<file path="config.mk">
export PLATFORM = sky130hd
export DESIGN_NAME = link_setup_handshake_unit
export DESIGN_NICKNAME = d
export VERILOG_FILES = /design/src/design/lsh_pkg.sv /design/src/design/lsh_cfg.sv /design/src/design/lsh_proto.sv /design/src/design/lsh_emit.sv /design/src/design/link_setup_handshake_unit.sv
export SDC_FILE = /design/constraint.sdc
export NUM_CORES = 1
export LEC_CHECK = 0
export ABC_CLOCK_PERIOD_IN_PS = 3060
export BUFFER_PORTS_ARGS = -buffer_cell sky130_fd_sc_hd__buf_2
export CAP_MARGIN = 5
export CORE_MARGIN = 4
export CORE_UTILIZATION = 46
export CTS_CLUSTER_SIZE = 16
export DETAILED_ROUTE_END_ITERATION = 6
export PLACE_DENSITY = 0.69
export SLEW_MARGIN = 20
export SYNTH_ARGS = -nofsm -noshare
export SYNTH_HDL_FRONTEND = slang
export SYNTH_SLANG_ARGS = --single-unit
</file>
<file path="constraint.sdc">
create_clock -name clk -period 3.06 [get_ports clk]
set_input_delay 0.765 -clock clk [delete_from_list [all_inputs] [get_ports clk]]
set_output_delay 0.765 -clock clk [all_outputs]
set_load 0.005 [all_outputs]
</file>
<file path="src/design/lsh_pkg.sv">
// ----------------------------------------------------------------------------
// lsh_pkg: shared types and codes for the link setup handshake
// Input operation codes, register indexes, recognizer and link states,
// and the structs that run between the submodules.
// ----------------------------------------------------------------------------
package lsh_pkg;

  localparam int unsigned AddrWidth = 5;
  localparam int unsigned DataWidth = 32;
  localparam int unsigned FrameLen  = 5;

  // Input operation codes
  localparam logic [1:0] OP_START = 2'd0;
  localparam logic [1:0] OP_BYTE  = 2'd1;
  localparam logic [1:0] OP_TICK  = 2'd2;

  // Register indexes
  localparam logic [2:0] REG_ROLE    = 3'd0;
  localparam logic [2:0] REG_FLAG    = 3'd1;
  localparam logic [2:0] REG_ADDR    = 3'd2;
  localparam logic [2:0] REG_SETCTRL = 3'd3;
  localparam logic [2:0] REG_UACTRL  = 3'd4;
  localparam logic [2:0] REG_TIMEOUT = 3'd5;
  localparam logic [2:0] REG_RETRIES = 3'd6;

  // Role codes
  localparam logic ROLE_INITIATOR = 1'b0;

  // Frame byte positions
  localparam logic [2:0] POS_FLAG_OPEN  = 3'd0;
  localparam logic [2:0] POS_ADDR       = 3'd1;
  localparam logic [2:0] POS_CTRL       = 3'd2;
  localparam logic [2:0] POS_BCC        = 3'd3;
  localparam logic [2:0] POS_FLAG_CLOSE = 3'd4;

  typedef enum logic [2:0] {
    PH_START = 3'd0,
    PH_FLAG  = 3'd1,
    PH_ADDR  = 3'd2,
    PH_CTRL  = 3'd3,
    PH_BCC   = 3'd4
  } match_phase_t;

  typedef enum logic [1:0] {
    LINK_IDLE = 2'd0,
    LINK_WAIT = 2'd1,
    LINK_UP   = 2'd2,
    LINK_FAIL = 2'd3
  } link_phase_t;

  typedef struct packed {
    logic       role;
    logic [7:0] flag_byte;
    logic [7:0] addr_byte;
    logic [7:0] set_ctrl;
    logic [7:0] ua_ctrl;
    logic [7:0] timeout_ticks;
    logic [3:0] max_retries;
  } cfg_t;

  typedef struct packed {
    logic        frame;
    logic [7:0]  ctrl;
    link_phase_t status;
  } emit_req_t;

endpackage

</file>
<file path="src/design/lsh_cfg.sv">
// ----------------------------------------------------------------------------
// lsh_cfg: configuration register file
// APB-style write and read of the seven link setup registers.
// ----------------------------------------------------------------------------
module lsh_cfg (
  input  logic                            clk,
  input  logic                            rst,
  input  logic                            psel,
  input  logic                            penable,
  input  logic                            pwrite,
  input  logic [lsh_pkg::AddrWidth-1:0]   paddr,
  input  logic [lsh_pkg::DataWidth-1:0]   pwdata,
  output logic [lsh_pkg::DataWidth-1:0]   prdata,
  output logic                            pready,
  output lsh_pkg::cfg_t                   cfg
);

  logic [2:0] reg_index;
  logic       wr_en;

  assign reg_index = paddr[4:2];
  assign pready    = 1'b1;
  assign wr_en     = psel & penable & pwrite & pready;

  always_ff @(posedge clk) begin
    if (rst) begin
      cfg.role          <= 1'b0;
      cfg.flag_byte     <= 8'd126;
      cfg.addr_byte     <= 8'd3;
      cfg.set_ctrl      <= 8'd3;
      cfg.ua_ctrl       <= 8'd7;
      cfg.timeout_ticks <= 8'd3;
      cfg.max_retries   <= 4'd3;
    end else if (wr_en) begin
      case (reg_index)
        lsh_pkg::REG_ROLE:    cfg.role          <= pwdata[0];
        lsh_pkg::REG_FLAG:    cfg.flag_byte     <= pwdata[7:0];
        lsh_pkg::REG_ADDR:    cfg.addr_byte     <= pwdata[7:0];
        lsh_pkg::REG_SETCTRL: cfg.set_ctrl      <= pwdata[7:0];
        lsh_pkg::REG_UACTRL:  cfg.ua_ctrl       <= pwdata[7:0];
        lsh_pkg::REG_TIMEOUT: cfg.timeout_ticks <= pwdata[7:0];
        lsh_pkg::REG_RETRIES: cfg.max_retries   <= pwdata[3:0];
        default: ;
      endcase
    end
  end

  always_comb begin
    prdata = '0;
    case (reg_index)
      lsh_pkg::REG_ROLE:    prdata = {31'd0, cfg.role};
      lsh_pkg::REG_FLAG:    prdata = {24'd0, cfg.flag_byte};
      lsh_pkg::REG_ADDR:    prdata = {24'd0, cfg.addr_byte};
      lsh_pkg::REG_SETCTRL: prdata = {24'd0, cfg.set_ctrl};
      lsh_pkg::REG_UACTRL:  prdata = {24'd0, cfg.ua_ctrl};
      lsh_pkg::REG_TIMEOUT: prdata = {24'd0, cfg.timeout_ticks};
      lsh_pkg::REG_RETRIES: prdata = {28'd0, cfg.max_retries};
      default:              prdata = '0;
    endcase
  end

endmodule

</file>
<file path="src/design/lsh_proto.sv">
// ----------------------------------------------------------------------------
// lsh_proto: handshake protocol state
// Frame recognizer, link phase, retry and tick counters; updated once per
// accepted item, and the frame request that the item causes.
// ----------------------------------------------------------------------------
module lsh_proto (
  input  logic               clk,
  input  logic               rst,
  input  logic               accept,
  input  logic [1:0]         op,
  input  logic [7:0]         rx_byte,
  input  lsh_pkg::cfg_t      cfg,
  output lsh_pkg::emit_req_t req
);

  lsh_pkg::match_phase_t match_phase, match_phase_next, phase_rx;
  lsh_pkg::link_phase_t  link_phase, link_phase_next;
  logic [3:0]            retries_used, retries_used_next;
  logic [7:0]            ticks_waited, ticks_waited_next;

  logic [7:0] ctrl_sel;
  logic [7:0] bcc;
  logic       is_flag;
  logic       frame_done;
  logic [7:0] ticks_inc;
  logic       expired;
  logic       can_retry;
  logic       waiting;
  logic       initiator;

  assign initiator = (cfg.role == lsh_pkg::ROLE_INITIATOR);
  assign waiting   = (link_phase == lsh_pkg::LINK_WAIT);
  assign ctrl_sel  = initiator ? cfg.ua_ctrl : cfg.set_ctrl;
  assign bcc       = cfg.addr_byte ^ ctrl_sel;
  assign is_flag   = (rx_byte == cfg.flag_byte);
  assign ticks_inc = ticks_waited + 8'd1;
  assign expired   = (ticks_inc >= cfg.timeout_ticks);
  assign can_retry = (retries_used < cfg.max_retries);

  // Recognizer step; a stray flag falls back to the flag-seen phase
  always_comb begin
    phase_rx   = lsh_pkg::PH_START;
    frame_done = 1'b0;
    case (match_phase)
      lsh_pkg::PH_START: begin
        phase_rx = is_flag ? lsh_pkg::PH_FLAG : lsh_pkg::PH_START;
      end
      lsh_pkg::PH_FLAG: begin
        if (rx_byte == cfg.addr_byte) phase_rx = lsh_pkg::PH_ADDR;
        else phase_rx = is_flag ? lsh_pkg::PH_FLAG : lsh_pkg::PH_START;
      end
      lsh_pkg::PH_ADDR: begin
        if (rx_byte == ctrl_sel) phase_rx = lsh_pkg::PH_CTRL;
        else phase_rx = is_flag ? lsh_pkg::PH_FLAG : lsh_pkg::PH_START;
      end
      lsh_pkg::PH_CTRL: begin
        if (rx_byte == bcc) phase_rx = lsh_pkg::PH_BCC;
        else phase_rx = is_flag ? lsh_pkg::PH_FLAG : lsh_pkg::PH_START;
      end
      lsh_pkg::PH_BCC: begin
        phase_rx   = lsh_pkg::PH_START;
        frame_done = is_flag;
      end
      default: begin
        phase_rx = lsh_pkg::PH_START;
      end
    endcase
  end

  // Next state
  always_comb begin
    match_phase_next  = match_phase;
    link_phase_next   = link_phase;
    retries_used_next = retries_used;
    ticks_waited_next = ticks_waited;
    case (op)
      lsh_pkg::OP_START: begin
        match_phase_next  = lsh_pkg::PH_START;
        link_phase_next   = lsh_pkg::LINK_WAIT;
        retries_used_next = 4'd0;
        ticks_waited_next = 8'd0;
      end
      lsh_pkg::OP_BYTE: begin
        if (waiting) begin
          match_phase_next = phase_rx;
          if (frame_done) begin
            link_phase_next   = lsh_pkg::LINK_UP;
            ticks_waited_next = 8'd0;
          end
        end
      end
      lsh_pkg::OP_TICK: begin
        if (waiting && initiator) begin
          ticks_waited_next = ticks_inc;
          if (expired) begin
            ticks_waited_next = 8'd0;
            if (can_retry) retries_used_next = retries_used + 4'd1;
            else link_phase_next = lsh_pkg::LINK_FAIL;
          end
        end
      end
      default: ;
    endcase
  end

  // Frame request for the result stage
  always_comb begin
    req.frame  = 1'b0;
    req.ctrl   = cfg.set_ctrl;
    req.status = link_phase_next;
    case (op)
      lsh_pkg::OP_START: begin
        req.frame = initiator;
      end
      lsh_pkg::OP_BYTE: begin
        req.frame = waiting && frame_done && !initiator;
        req.ctrl  = cfg.ua_ctrl;
      end
      lsh_pkg::OP_TICK: begin
        req.frame = waiting && initiator && expired && can_retry;
      end
      default: ;
    endcase
  end

  always_ff @(posedge clk) begin
    if (rst) begin
      match_phase  <= lsh_pkg::PH_START;
      link_phase   <= lsh_pkg::LINK_IDLE;
      retries_used <= 4'd0;
      ticks_waited <= 8'd0;
    end else if (accept) begin
      match_phase  <= match_phase_next;
      link_phase   <= link_phase_next;
      retries_used <= retries_used_next;
      ticks_waited <= ticks_waited_next;
    end
  end

  // Start always opens a fresh exchange
  a_start_clears: assert property (@(posedge clk) disable iff (rst)
    accept && op == lsh_pkg::OP_START |=>
      link_phase == lsh_pkg::LINK_WAIT && retries_used == 4'd0 &&
      ticks_waited == 8'd0 && match_phase == lsh_pkg::PH_START)
    else $error("start did not reset the exchange");

  // A completed frame leaves the recognizer at start with the link up
  a_frame_up: assert property (@(posedge clk) disable iff (rst)
    accept && op == lsh_pkg::OP_BYTE && waiting && frame_done |=>
      link_phase == lsh_pkg::LINK_UP && match_phase == lsh_pkg::PH_START)
    else $error("recognized frame did not bring the link up");

endmodule

</file>
<file path="src/design/lsh_emit.sv">
// ----------------------------------------------------------------------------
// lsh_emit: result sequencer
// Holds the result of the last item and steps through the five frame
// bytes, one per taken result.
// ----------------------------------------------------------------------------
module lsh_emit (
  input  logic               clk,
  input  logic               rst,
  input  logic               load,
  input  lsh_pkg::emit_req_t req,
  input  lsh_pkg::cfg_t      cfg,
  input  logic               out_stall,
  output logic               out_valid,
  output logic               busy,
  output logic [7:0]         tx_byte,
  output logic               tx_valid,
  output logic               last,
  output logic [1:0]         link_status
);

  logic [2:0]           pos;
  logic                 frame;
  logic [7:0]           ctrl;
  lsh_pkg::link_phase_t status;
  logic                 take;

  assign take        = out_valid & ~out_stall;
  assign tx_valid    = frame;
  assign last        = ~frame | (pos == lsh_pkg::POS_FLAG_CLOSE);
  assign link_status = status;
  // Busy while a result is waiting, unless it is the final one and is taken
  assign busy        = out_valid & ~(take & last);

  always_comb begin
    tx_byte = 8'd0;
    if (frame) begin
      case (pos)
        lsh_pkg::POS_FLAG_OPEN:  tx_byte = cfg.flag_byte;
        lsh_pkg::POS_ADDR:       tx_byte = cfg.addr_byte;
        lsh_pkg::POS_CTRL:       tx_byte = ctrl;
        lsh_pkg::POS_BCC:        tx_byte = cfg.addr_byte ^ ctrl;
        lsh_pkg::POS_FLAG_CLOSE: tx_byte = cfg.flag_byte;
        default:                 tx_byte = 8'd0;
      endcase
    end
  end

  always_ff @(posedge clk) begin
    if (rst) begin
      out_valid <= 1'b0;
      pos       <= lsh_pkg::POS_FLAG_OPEN;
    end else if (load) begin
      out_valid <= 1'b1;
      pos       <= lsh_pkg::POS_FLAG_OPEN;
    end else if (take) begin
      if (last) out_valid <= 1'b0;
      else pos <= pos + 3'd1;
    end
  end

  always_ff @(posedge clk) begin
    if (load) begin
      frame  <= req.frame;
      ctrl   <= req.ctrl;
      status <= req.status;
    end
  end

  a_load_first: assert property (@(posedge clk) disable iff (rst)
    load |=> out_valid && pos == lsh_pkg::POS_FLAG_OPEN)
    else $error("loaded item does not start at its first result");

  a_step: assert property (@(posedge clk) disable iff (rst)
    take && !last && !load |=> out_valid && pos == $past(pos) + 3'd1)
    else $error("frame byte position did not advance");

endmodule

</file>
<file path="src/design/link_setup_handshake_unit.sv">
// ----------------------------------------------------------------------------
// link_setup_handshake_unit: SET/UA serial link setup handshake
// Top level joining the register file, protocol state and result sequencer.
// ----------------------------------------------------------------------------
// Each input item (start, received byte or tick) updates the protocol state
// in the cycle it is accepted and loads one result register. An item that
// sends a frame yields five results (flag, address, control, address XOR
// control, flag) with last on the fifth; every other item yields a single
// result with tx_valid low and last high. link_status on every result is the
// link state after the item. The result sequencer hands out one frame byte
// per cycle while out_stall is low, and the next item is accepted in the
// cycle the final result of the previous one is taken. Registers are
// written over the APB-style port at byte address 4*i; the user must write
// them only while no item is in flight, and the block does not enforce it.
// ----------------------------------------------------------------------------
module link_setup_handshake_unit (
  input  logic                            clk,
  input  logic                            rst,
  // Input item channel
  input  logic                            in_valid,
  output logic                            in_stall,
  input  logic [1:0]                      op,
  input  logic [7:0]                      rx_byte,
  // Result channel
  output logic                            out_valid,
  input  logic                            out_stall,
  output logic [7:0]                      tx_byte,
  output logic                            tx_valid,
  output logic                            last,
  output logic [1:0]                      link_status,
  // Configuration port
  input  logic                            psel,
  input  logic                            penable,
  input  logic                            pwrite,
  input  logic [lsh_pkg::AddrWidth-1:0]   paddr,
  input  logic [lsh_pkg::DataWidth-1:0]   pwdata,
  output logic [lsh_pkg::DataWidth-1:0]   prdata,
  output logic                            pready
);

  lsh_pkg::cfg_t      cfg;
  lsh_pkg::emit_req_t req;
  logic               in_accept;
  logic               busy;

  // Take a new item once the result register is empty or its final
  // result leaves in this cycle
  assign in_stall  = busy;
  assign in_accept = in_valid & ~in_stall;

  lsh_cfg u_cfg (
    .clk     (clk),
    .rst     (rst),
    .psel    (psel),
    .penable (penable),
    .pwrite  (pwrite),
    .paddr   (paddr),
    .pwdata  (pwdata),
    .prdata  (prdata),
    .pready  (pready),
    .cfg     (cfg)
  );

  // Advance recognizer, link phase and counters on each accepted item
  lsh_proto u_proto (
    .clk     (clk),
    .rst     (rst),
    .accept  (in_accept),
    .op      (op),
    .rx_byte (rx_byte),
    .cfg     (cfg),
    .req     (req)
  );

  // Hold the item's results and release them one per taken cycle
  lsh_emit u_emit (
    .clk         (clk),
    .rst         (rst),
    .load        (in_accept),
    .req         (req),
    .cfg         (cfg),
    .out_stall   (out_stall),
    .out_valid   (out_valid),
    .busy        (busy),
    .tx_byte     (tx_byte),
    .tx_valid    (tx_valid),
    .last        (last),
    .link_status (link_status)
  );

endmodule
</file>
==> results.cfg, run 1 <==
[hold_path]
hold_class = flip-flop to flip-flop

[power_and_ir_drop]
ir_worst_vdd_mv = 0.2775
clockPowerShare_pct = 36.5
sw_frac_of_total_pct = 28.82
static-leakage-power_nw = 2.265
gate_power_share_pct = 11.7
seq_power_share_pct = 51.8
netSwitchingPower_mw = 0.5870
intPower_mw = 1.450
power_density_nw_per_um2 = 373.7

[setup_path]
setup.worst_path.end = tx_byte[2]
worst-path-max-fanout = 9
setup_slack_reg_to_reg_ps = 260
crit_arrival_ps = 2080
critPathCaptureType = primary output
timing.setup.critical_path_class = flip-flop to primary output
timing.critical_path.from_type = flip-flop
critical_path.reg2reg.startpoint = u_proto.ticks_waited[4]
r2r_end = u_proto.ticks_waited[6]
critPathLaunch = u_emit.pos[0]
reg2reg_depth = 11
worst_endpoint_required_time_ps = 2290

[global_routing]
grt_pass1_vias = 3891
gr-usage-all-layers_pct = 19.45
grt_antenna_before_repair = 0
grt_first_pass_wirelength_um = 19600
globalRoute.totalOverflow = 0
grt_max_degree = 29

[placement]
placed_cell_area_um2 = 5254
post-dp-hpwl_um = 9489
port_buffers = 49
placed_cells = 740
gp_routability_congestion = 0.9449

[route]
wire_per_inst_um = 16.44
detailed_route_via_count = 4063
post_drt_via_cell_ratio = 5.374
drc = 0
ant_nets = 0
detailedRoute.firstIterationViolations = 259
wl_um = 12430
dr.pass1.iters = 5

[clock_tree]
clock_sink_count = 77
post_cts_resize_count = 0
clk_pin_slew_worst_paths_ps = 90
h-tree-depth = 3
clock_latency_ps = 350
post_cts_buffers = 0
ctsLongestPathBuffers = 2
cts_tree = yes
numCtsBuffers = 9
ctsHoldBuffers = 0
cts_root_buffer = sky130_fd_sc_hd__clkbuf_8

[logic_synthesis]
synth_simple_gate_area_share_pct = 19.27
synth_top_flop_cell = sky130_fd_sc_hd__dfxtp_1
post_synth_design_cell_area_um2 = 4941
async_reset_ff_share_pct = 0
synth_top_area_share_pct = 26.74
area_fraction_in_compound_gates_after_synthesis_pct = 11.42
synth.top_cells.by_area = sky130_fd_sc_hd__dfxtp_1 27%, sky130_fd_sc_hd__mux2i_1 12%, sky130_fd_sc_hd__edfxtp_1 6.7%
yosys.area_share.adder_pct = 4.558
ys_ff_latch = 77
yosysWarningCount = 0
syn_inst = 567
seq_area_frac_synth_pct = 33.43
synth_top_family_by_area = simple AND/OR/NAND/NOR gates
muxShareOfSynthArea_pct = 17.32
synth_enable_flop_cells = 11
post-synth-top-area-cell = sky130_fd_sc_hd__dfxtp_1
yosysUniqueCellTypes = 58
synth_area_per_cell_um2 = 8.714
synth-xor-area-share_pct = 6.305

[layout]
instances_no_fill = 756
final_area_um2 = 5451
final_nets = 687
flow.area_growth_from_synthesis_pct = 10.33
diodes = 0
layout-drive-gt1-share_pct = 17.58

[sta]
slew_headroom_pct = 50.63
max_clock_freq_mhz = 352.1
report.final.hold_viol_count = 0
final_hold_slack_ps = 459.3
rsz0062_at_grt = false
timing.final.crit_share_pct = 92.82
post-route-min-period_ps = 2840
finalSetupViolations = 0
skew_ps = 14.03
setup-tns-final_ps = 0
slew_viol_final = 0
tightestPinTransition_ps = 739.5

[floorplan]
die-area_um2 = 12460
dieHeight_um = 111.6
initial_cell_density_of_the_core_pct = 47.44
die_width_um = 111.6
placementRows = 37
io-pin-count = 101
design.core.area_um2 = 10420

[run]
drv_cap = 0

[run_status]
run_status = completed
==> Yosys cell counts, types with 2 or more instances <==
| cell type | count |
|---|---|
| sky130_fd_sc_hd__a21o_1 | 9 |
| sky130_fd_sc_hd__a21oi_1 | 20 |
| sky130_fd_sc_hd__a221oi_1 | 5 |
| sky130_fd_sc_hd__a22oi_1 | 3 |
| sky130_fd_sc_hd__a311oi_1 | 2 |
| sky130_fd_sc_hd__a31oi_1 | 10 |
| sky130_fd_sc_hd__and3_1 | 3 |
| sky130_fd_sc_hd__buf_1 | 2 |
| sky130_fd_sc_hd__buf_4 | 25 |
| sky130_fd_sc_hd__clkbuf_1 | 20 |
| sky130_fd_sc_hd__conb_1 | 2 |
| sky130_fd_sc_hd__dfxtp_1 | 66 |
| sky130_fd_sc_hd__edfxtp_1 | 11 |
| sky130_fd_sc_hd__ha_1 | 18 |
| sky130_fd_sc_hd__inv_1 | 17 |
| sky130_fd_sc_hd__mux2_2 | 17 |
| sky130_fd_sc_hd__mux2i_1 | 60 |
| sky130_fd_sc_hd__mux2i_2 | 3 |
| sky130_fd_sc_hd__nand2_1 | 65 |
| sky130_fd_sc_hd__nand2b_1 | 14 |
| sky130_fd_sc_hd__nand3_1 | 6 |
| sky130_fd_sc_hd__nand3b_1 | 2 |
| sky130_fd_sc_hd__nand4_1 | 8 |
| sky130_fd_sc_hd__nor2_1 | 50 |
| sky130_fd_sc_hd__nor2b_1 | 27 |
| sky130_fd_sc_hd__nor3_1 | 7 |
| sky130_fd_sc_hd__nor4_1 | 2 |
| sky130_fd_sc_hd__o211ai_1 | 3 |
| sky130_fd_sc_hd__o21a_1 | 4 |
| sky130_fd_sc_hd__o21ai_0 | 20 |
| sky130_fd_sc_hd__o21ai_1 | 4 |
| sky130_fd_sc_hd__o22ai_1 | 2 |
| sky130_fd_sc_hd__or2_2 | 3 |
| sky130_fd_sc_hd__or4_1 | 2 |
| sky130_fd_sc_hd__xnor2_1 | 18 |
| sky130_fd_sc_hd__xor2_1 | 15 |
==> cells in the final DEF, fill, tap and decap left out, types with 11 or more instances in the layout <==
master	instances
sky130_fd_sc_hd__dfxtp_1	66
sky130_fd_sc_hd__nand2_1	65
sky130_fd_sc_hd__mux2i_1	60
sky130_fd_sc_hd__nor2_1	50
sky130_fd_sc_hd__buf_2	49
sky130_fd_sc_hd__nor2b_1	27
sky130_fd_sc_hd__conb_1	25
sky130_fd_sc_hd__a21oi_1	20
sky130_fd_sc_hd__o21ai_0	20
sky130_fd_sc_hd__xnor2_1	18
sky130_fd_sc_hd__inv_1	17
sky130_fd_sc_hd__mux2_2	17
sky130_fd_sc_hd__ha_1	17
sky130_fd_sc_hd__xor2_1	15
sky130_fd_sc_hd__buf_4	15
sky130_fd_sc_hd__nand2b_1	14
sky130_fd_sc_hd__edfxtp_1	11
==> worst max-delay path, stage by stage (launching register included) <==
cell and delay, ps:
sky130_fd_sc_hd__dfxtp_1 370, sky130_fd_sc_hd__inv_1 100, sky130_fd_sc_hd__ha_1 200, sky130_fd_sc_hd__nor2b_1 120
sky130_fd_sc_hd__buf_4 170, sky130_fd_sc_hd__o41ai_1 300, sky130_fd_sc_hd__buf_4 230, sky130_fd_sc_hd__a31oi_1 80
sky130_fd_sc_hd__buf_2 150
==> metal layers <==
metal / wire, um / vias up / GRT usage (%)
met5: 0 / - / 0
met4: 431 / 0 / 8.273
met3: 642 / 25 / 3.641
met2: 5718 / 118 / 30.86
met1: 5636 / 1901 / 25.97
li1: - / 2019 / -
==> power groups by stage <==
| stage | Combinational (mW) | Clock, mW | Sequential, mW |
|---|---|---|---|
| after CTS | 0.236 | 0.758 | 1.06 |
| after floorplan | 0.172 | 0 | 1.07 |
| final | 0.238 | 0.743 | 1.06 |
| after detailed placement | 0.235 | 0 | 1.08 |
| after global placement | 0.233 | 0 | 1.08 |
| after global routing | 0.261 | 0.799 | 1.06 |
==> logic make-up after synthesis <==
family,count (synthesis)
DFF,77
other,2
muxes,81
adders and majority gates,18
and+or+nand+nor,197
AOI/OAI and AO/OA,89
xor gates and xnor gates,34
buffers and inverters,69
==> state kept, by name, indices dropped and copies added, names as in the netlist <==
register              flops
u_emit.link_status        2
u_emit.out_valid          1
u_proto.ticks_waited      8
u_emit.ctrl               8
u_cfg.cfg                45
u_emit.pos                3
u_emit.tx_valid           1
u_proto.link_phase        2
u_proto.match_phase       3
u_proto.retries_used      4
==> worst min path at each step <==
stage	startpoint	endpoint	slack, ps	cells past startpoint
after floorplan	u_proto.ticks_waited[7]	u_proto.ticks_waited[7]	430	2
after global placement	u_proto.ticks_waited[7]	u_proto.ticks_waited[7]	450	2
after detailed placement	u_proto.ticks_waited[7]	u_proto.ticks_waited[7]	450	2
after CTS	u_proto.ticks_waited[7]	u_proto.ticks_waited[7]	460	2
after global routing	u_proto.ticks_waited[6]	u_proto.ticks_waited[6]	500	2
final	u_proto.ticks_waited[7]	u_proto.ticks_waited[7]	460	2
==> area by class of cell <==
class                      count  area (um2)
sequential                    77        1652
tap                          136       170.2
fill                         981        4965
timing repair buffer          64       357.8
inverter                      19       71.32
clock buffer                   9       123.9
multi-input combinational    444        3012
clock inverter                 7       65.06
==> through the flow <==
step	utilization, %	setup slack [ps]	total power, mW
floorplan	-	495.6	1.246
global placement	50.44	321.3	1.311
detailed placement	50.44	275.0	1.314
CTS	52.25	135.0	2.050
global route	52.34	39.20	2.118
finish	52.34	219.6	2.037
(Power assumes the default switching activity.)
==> run 2: changes to the inputs <==
ABC_AREA = 1   (was default)
CTS_BUF_LIST = sky130_fd_sc_hd__clkbuf_4   (was default)
PLACE_DENSITY = 0.68   (was 0.69)
==> results.cfg, run 2 <==
[sta]
skew_ps = 22.43
timing.final.ws_setup_ps = 252.9
report.final.hold_viol_count = 0
max_clock_freq_mhz = 356.2
post-route-min-period_ps = 2807
setup-tns-final_ps = 0
finalSetupViolations = 0
timing.final.crit_share_pct = 91.74
slew_viol_final = 0
rsz0062_at_grt = false
final_hold_slack_ps = 491.7

[layout]
n_fill_cell = 1125
final_core_util_pct = 50.22
instances_no_fill = 933
flow.area_growth_from_synthesis_pct = 6.481
layout-drive-gt1-share_pct = 15.64
final_area_um2 = 5468
largest-register = u_cfg.cfg
commonest_cells_after_routing_fill_and_taps_aside = 195 x sky130_fd_sc_hd__nand2_1, 78 x sky130_fd_sc_hd__inv_1, 66 x sky130_fd_sc_hd__dfxtp_1, 57 x sky130_fd_sc_hd__o21ai_0, 49 x sky130_fd_sc_hd__buf_2
diodes = 0
largest_register_ff_count = 45
largest_registers = u_cfg.cfg: 45 flops, u_emit.ctrl: 8 flops, u_proto.ticks_waited: 8 flops
final_nets = 860
mostFrequentLayoutCell = sky130_fd_sc_hd__nand2_1

[clock_tree]
post_cts_resize_count = 0
post_cts_buffers = 0
cts_tree = yes
clock_latency_ps = 430
clk_pin_slew_worst_paths_ps = 120
ctsLongestPathBuffers = 2
clock_sink_count = 77
ctsHoldBuffers = 0
cts_root_buffer = sky130_fd_sc_hd__clkbuf_4
numCtsBuffers = 9
h-tree-depth = 3

[floorplan]
initial_cell_density_of_the_core_pct = 47.16
placementRows = 38
design.core.area_um2 = 10890
io-pin-count = 101
die_width_um = 113.7
die-area_um2 = 12920
dieHeight_um = 113.7

[placement]
port_buffers = 49
gp_routability_congestion = 0.9040
placed_cell_area_um2 = 5358
post-dp-hpwl_um = 11250
placed_cells = 917
place_ws_ps = 279.9

[logic_synthesis]
synth_top_area_share_pct = 25.73
synth_area_per_cell_um2 = 6.911
post_synth_design_cell_area_um2 = 5135
synth_top_flop_cell = sky130_fd_sc_hd__dfxtp_1
syn_inst = 743
ys_ff_latch = 77
post-synth-top-area-cell = sky130_fd_sc_hd__dfxtp_1
synthTopCellsByCount = 195 x sky130_fd_sc_hd__nand2_1, 78 x sky130_fd_sc_hd__inv_1, 66 x sky130_fd_sc_hd__dfxtp_1, 57 x sky130_fd_sc_hd__o21ai_0, 48 x sky130_fd_sc_hd__a21oi_1
synth_enable_flop_cells = 11
yosysMostFrequentCell = sky130_fd_sc_hd__nand2_1
yosysUniqueCellTypes = 50
async_reset_ff_share_pct = 0
seq_area_frac_synth_pct = 32.16
synth.top_cells.by_area = sky130_fd_sc_hd__dfxtp_1 26%, sky130_fd_sc_hd__nand2_1 14%, sky130_fd_sc_hd__edfxtp_1 6.4%
yosysWarningCount = 0

[setup_path]
critPathCaptureType = primary output
timing.setup.critical_path_class = input port to primary output
timing.critical_path.from_type = input port
worst-path-max-fanout = 5
crit_arrival_ps = 2040
worst_endpoint_required_time_ps = 2290

[power_and_ir_drop]
power_density_nw_per_um2 = 345.8
static-leakage-power_nw = 2.545
ir_worst_vdd_mv = 0.2152
report.power.total_mw = 1.891

[route]
post_drt_via_cell_ratio = 5.304
drc = 0
dr.pass1.iters = 5
detailed_route_via_count = 4949
ant_nets = 0
wire_per_inst_um = 15.10
detailedRoute.firstIterationViolations = 415
wl_um = 14090

[global_routing]
grt_first_pass_wirelength_um = 23190
globalRoute.totalOverflow = 0
grt_antenna_before_repair = 0
grt_pass1_vias = 4653
gr-usage-all-layers_pct = 22.47
grt_max_degree = 41

[run_status]
run_status = completed

[hold_path]
hold_class = flip-flop to flip-flop

[run]
drv_cap = 0
==> run 2: cell count changes after synthesis, sizes merged, moves of 11 or more <==
cell | previous run | this run
nor2b | 27 | 0
mux2i | 63 | 0
clkbuf | 20 | 8
nand2b | 14 | 0
o21ai | 24 | 69
a21oi | 20 | 52
xnor2 | 18 | 7
nand3 | 6 | 46
mux2 | 17 | 1
inv | 18 | 97
nand2 | 65 | 205
==> run 2: worst paths after layout <==
kind	cells past startpoint	slack, ps	to	startpoint
worst max-delay path	8	250	prdata[3]	paddr[2]
worst min-delay path	2	490	u_proto.ticks_waited[7]	u_proto.ticks_waited[7]
worst min register to register	2	490	u_proto.ticks_waited[7]	u_proto.ticks_waited[7]
worst max register to register	12	630	u_emit.link_status[1]	u_proto.ticks_waited[0]
==> run 2: layer usage <==
metal | up-vias | part of all wire (%) | global-route usage (%)
li1 | 2484 | - | -
met1 | 2230 | 45 | 30.38
met2 | 209 | 45 | 36.71
met3 | 26 | 8.7 | 3.926
met4 | 0 | 2.0 | 6.891
met5 | - | 0 | 0
==> run 2: cell families (layout without fill, tap and decap cells) <==
group | count (synthesis) | count (layout) | synth area share (%)
xor+xnor | 16 | 16 | 2.729
compound gates | 159 | 159 | 17.79
fa+ha+maj | 18 | 18 | 4.386
simple gates | 331 | 331 | 29.26
other cells | 2 | 25 | 0.1463
flops | 77 | 77 | 32.16
buf+inv | 139 | 166 | 13.30
mux | 1 | 1 | 0.2193
==> run 2: where the power goes <==
part | internal [mW] | switching (mW) | leakage [nW] | total, mW
logic | 0.0900 | 0.189 | 1.85 | 0.279
registers | 1.05 | 0.0157 | 0.641 | 1.06
clock network | 0.161 | 0.386 | 0.0591 | 0.547
total | 1.30 | 0.591 | 2.54 | 1.89
==> run 2: area by class of cell <==
class / count / area [um2] / share of cell area (%)
clock buffer: 9 / 67.56 / 1.236
clock inverter: 7 / 42.54 / 0.7780
inverter: 98 / 376.6 / 6.888
multi-input combinational: 550 / 2887 / 52.79
sequential: 77 / 1652 / 30.21
tap: 140 / 175.2 / 3.204
timing repair buffer: 52 / 267.8 / 4.897
==> run 2: worst max-delay path, stage by stage <==
cell	delay (ps)
sky130_fd_sc_hd__buf_2	130
sky130_fd_sc_hd__inv_1	200
sky130_fd_sc_hd__nor3_4	100
sky130_fd_sc_hd__inv_2	160
sky130_fd_sc_hd__o21ai_0	110
sky130_fd_sc_hd__a221oi_1	230
sky130_fd_sc_hd__o221ai_1	180
sky130_fd_sc_hd__buf_2	160
==> run 3: changes to the inputs <==
CELL_PAD_IN_SITES_DETAIL_PLACEMENT = 1   (was default)
CELL_PAD_IN_SITES_GLOBAL_PLACEMENT = 2   (was default)
CORE_UTILIZATION = 31   (was 46)
PLACE_DENSITY = default   (was 0.68)
PLACE_DENSITY_LB_ADDON = 0.1   (was default)
==> results.cfg, run 3 (same netlist as run 2, synthesis figures left out) <==
[run_status]
run_status = completed

[sta]
timing.final.crit_share_pct = 92.38
finalSetupViolations = 0
slew_headroom_pct = 65.64
final_hold_slack_ps = 497.5
report.final.hold_viol_count = 0
setup-tns-final_ps = 0
max_clock_freq_mhz = 353.7
slew_viol_final = 0
skew_ps = 8.256
tightestPinTransition_ps = 515.4
post-route-min-period_ps = 2827
rsz0062_at_grt = false

[route]
wire_per_inst_um = 17.22
detailed_route_via_count = 5000
drc = 0
ant_nets = 0
detailedRoute.firstIterationViolations = 259
post_drt_via_cell_ratio = 4.955
dr.pass1.iters = 5
wl_um = 17370

[setup_path]
timing.critical_path.from_type = input port
max_stage_delay_ps = 330
critPathCaptureType = primary output
r2r_end = u_emit.link_status[1]
worst-path-max-fanout = 7
timing.setup.critical_path_class = input port to primary output
crit_arrival_ps = 2060
crit_slowest_cell = sky130_fd_sc_hd__a221oi_1
path_buf_inv = 3
worst_endpoint_required_time_ps = 2290
setup_slack_reg_to_reg_ps = 520
critical_path.reg2reg.startpoint = u_proto.ticks_waited[0]
worst_path_dominant_cell_family = compound AO/OA/AOI/OAI gates
critPathMostFrequentCell = sky130_fd_sc_hd__buf_2
reg2reg_depth = 12
timing.critical_path.cells = buf_2, nor2_1, nand2_1, inv_1, a221oi_1, o221ai_1, buf_2

[clock_tree]
clk_pin_slew_worst_paths_ps = 120
post_cts_buffers = 0
post_cts_resize_count = 0
cts_tree = yes
ctsHoldBuffers = 0
cts_root_buffer = sky130_fd_sc_hd__clkbuf_4
clock_latency_ps = 460
numCtsBuffers = 9
clock_sink_count = 77
ctsLongestPathBuffers = 2
h-tree-depth = 3

[placement]
post-dp-hpwl_um = 14080
gp_routability_congestion = 0.8486
port_buffers = 49

[layout]
layout-drive-gt1-share_pct = 15.26
largest_registers = u_cfg.cfg: 45 flops, u_emit.ctrl: 8 flops, u_proto.ticks_waited: 8 flops
final_nets = 860
largest_register_ff_count = 45
mostFrequentLayoutCell = sky130_fd_sc_hd__nand2_1
largest-register = u_cfg.cfg
diodes = 0
flow.area_growth_from_synthesis_pct = 9.064
commonest_cells_after_routing_fill_and_taps_aside = 195 x sky130_fd_sc_hd__nand2_1, 78 x sky130_fd_sc_hd__inv_1, 66 x sky130_fd_sc_hd__dfxtp_1, 57 x sky130_fd_sc_hd__o21ai_0, 49 x sky130_fd_sc_hd__buf_2

[run]
drv_cap = 0

[global_routing]
grt_antenna_before_repair = 0
grt_pass1_vias = 5018
grt_first_pass_wirelength_um = 27650
gr-usage-all-layers_pct = 19.22
globalRoute.totalOverflow = 0
grt_max_degree = 42

[hold_path]
hold_depth = 2
hold_class = flip-flop to flip-flop
hold_path_end = u_proto.ticks_waited[7]
hold_path_startpoint = u_proto.ticks_waited[7]

[floorplan]
die_width_um = 136.7
placementRows = 46
die-area_um2 = 18690
dieHeight_um = 136.7
initial_cell_density_of_the_core_pct = 31.98
design.core.area_um2 = 16060
io-pin-count = 101

[power_and_ir_drop]
ir_worst_vdd_mv = 0.2016
static-leakage-power_nw = 2.566
power_density_nw_per_um2 = 368.6
==> run 3: area by class of cell <==
| type | count | area [um2] |
|---|---|---|
| Clock buffer | 9 | 67.56 |
| Clock inverter | 7 | 80.08 |
| Fill cell | 2109 | 10460 |
| Inverter | 98 | 376.6 |
| Multi-Input combinational cell | 550 | 2887 |
| Sequential cell | 77 | 1652 |
| Tap cell | 216 | 270.3 |
| Timing Repair Buffer | 52 | 267.8 |
==> run 3: how the worst max path moves through the flow <==
stage               slack [ps]  depth (start not counted)   endpoint     start
global placement           260                          7  prdata[3]  paddr[3]
finish                     230                          7  prdata[3]  paddr[3]
global route                70                          7  prdata[3]  paddr[3]
detailed placement         260                          7  prdata[3]  paddr[3]
floorplan                  750                          6  prdata[3]  paddr[2]
CTS                        240                          7  prdata[3]  paddr[3]
==> run 3: power by group <==
group	leakage, nW	switching, mW	internal [mW]
Combinational	1.85	0.199	0.0900
Clock	0.0799	0.390	0.319
Sequential	0.641	0.0175	1.05
Total	2.57	0.606	1.46
==> run 3: tightest hold or removal path, cell delays in order (launching register included) <==
cell                      delay, ps
sky130_fd_sc_hd__dfxtp_1        340
sky130_fd_sc_hd__nand2_1         60
sky130_fd_sc_hd__a21oi_1         60
==> run 3: stage by stage <==
step                      total power, mW  instance area, um2  worst slack, ps  util (%)  std cells
final                               2.064                5600            233.1     34.88       1009
after global routing                2.177                5600            66.78     34.88       1009
after CTS                           2.094                5600            243.9     34.88       1009
after detailed placement            1.380                5453            257.0     33.96        993
after global placement              1.371                5453            264.2     33.96        993
after floorplan                     1.281                5221            747.1         -        766
==> run 3: per-layer routing <==
| layer | vias to the layer above | track usage (%) | share of wire, % |
|---|---|---|---|
| met5 | - | 0 | 0 |
| met4 | 0 | 5.711 | 1.9 |
| met3 | 19 | 2.610 | 3.9 |
| met2 | 95 | 30.91 | 46 |
| met1 | 2396 | 26.84 | 49 |
| li1 | 2490 | - | - |
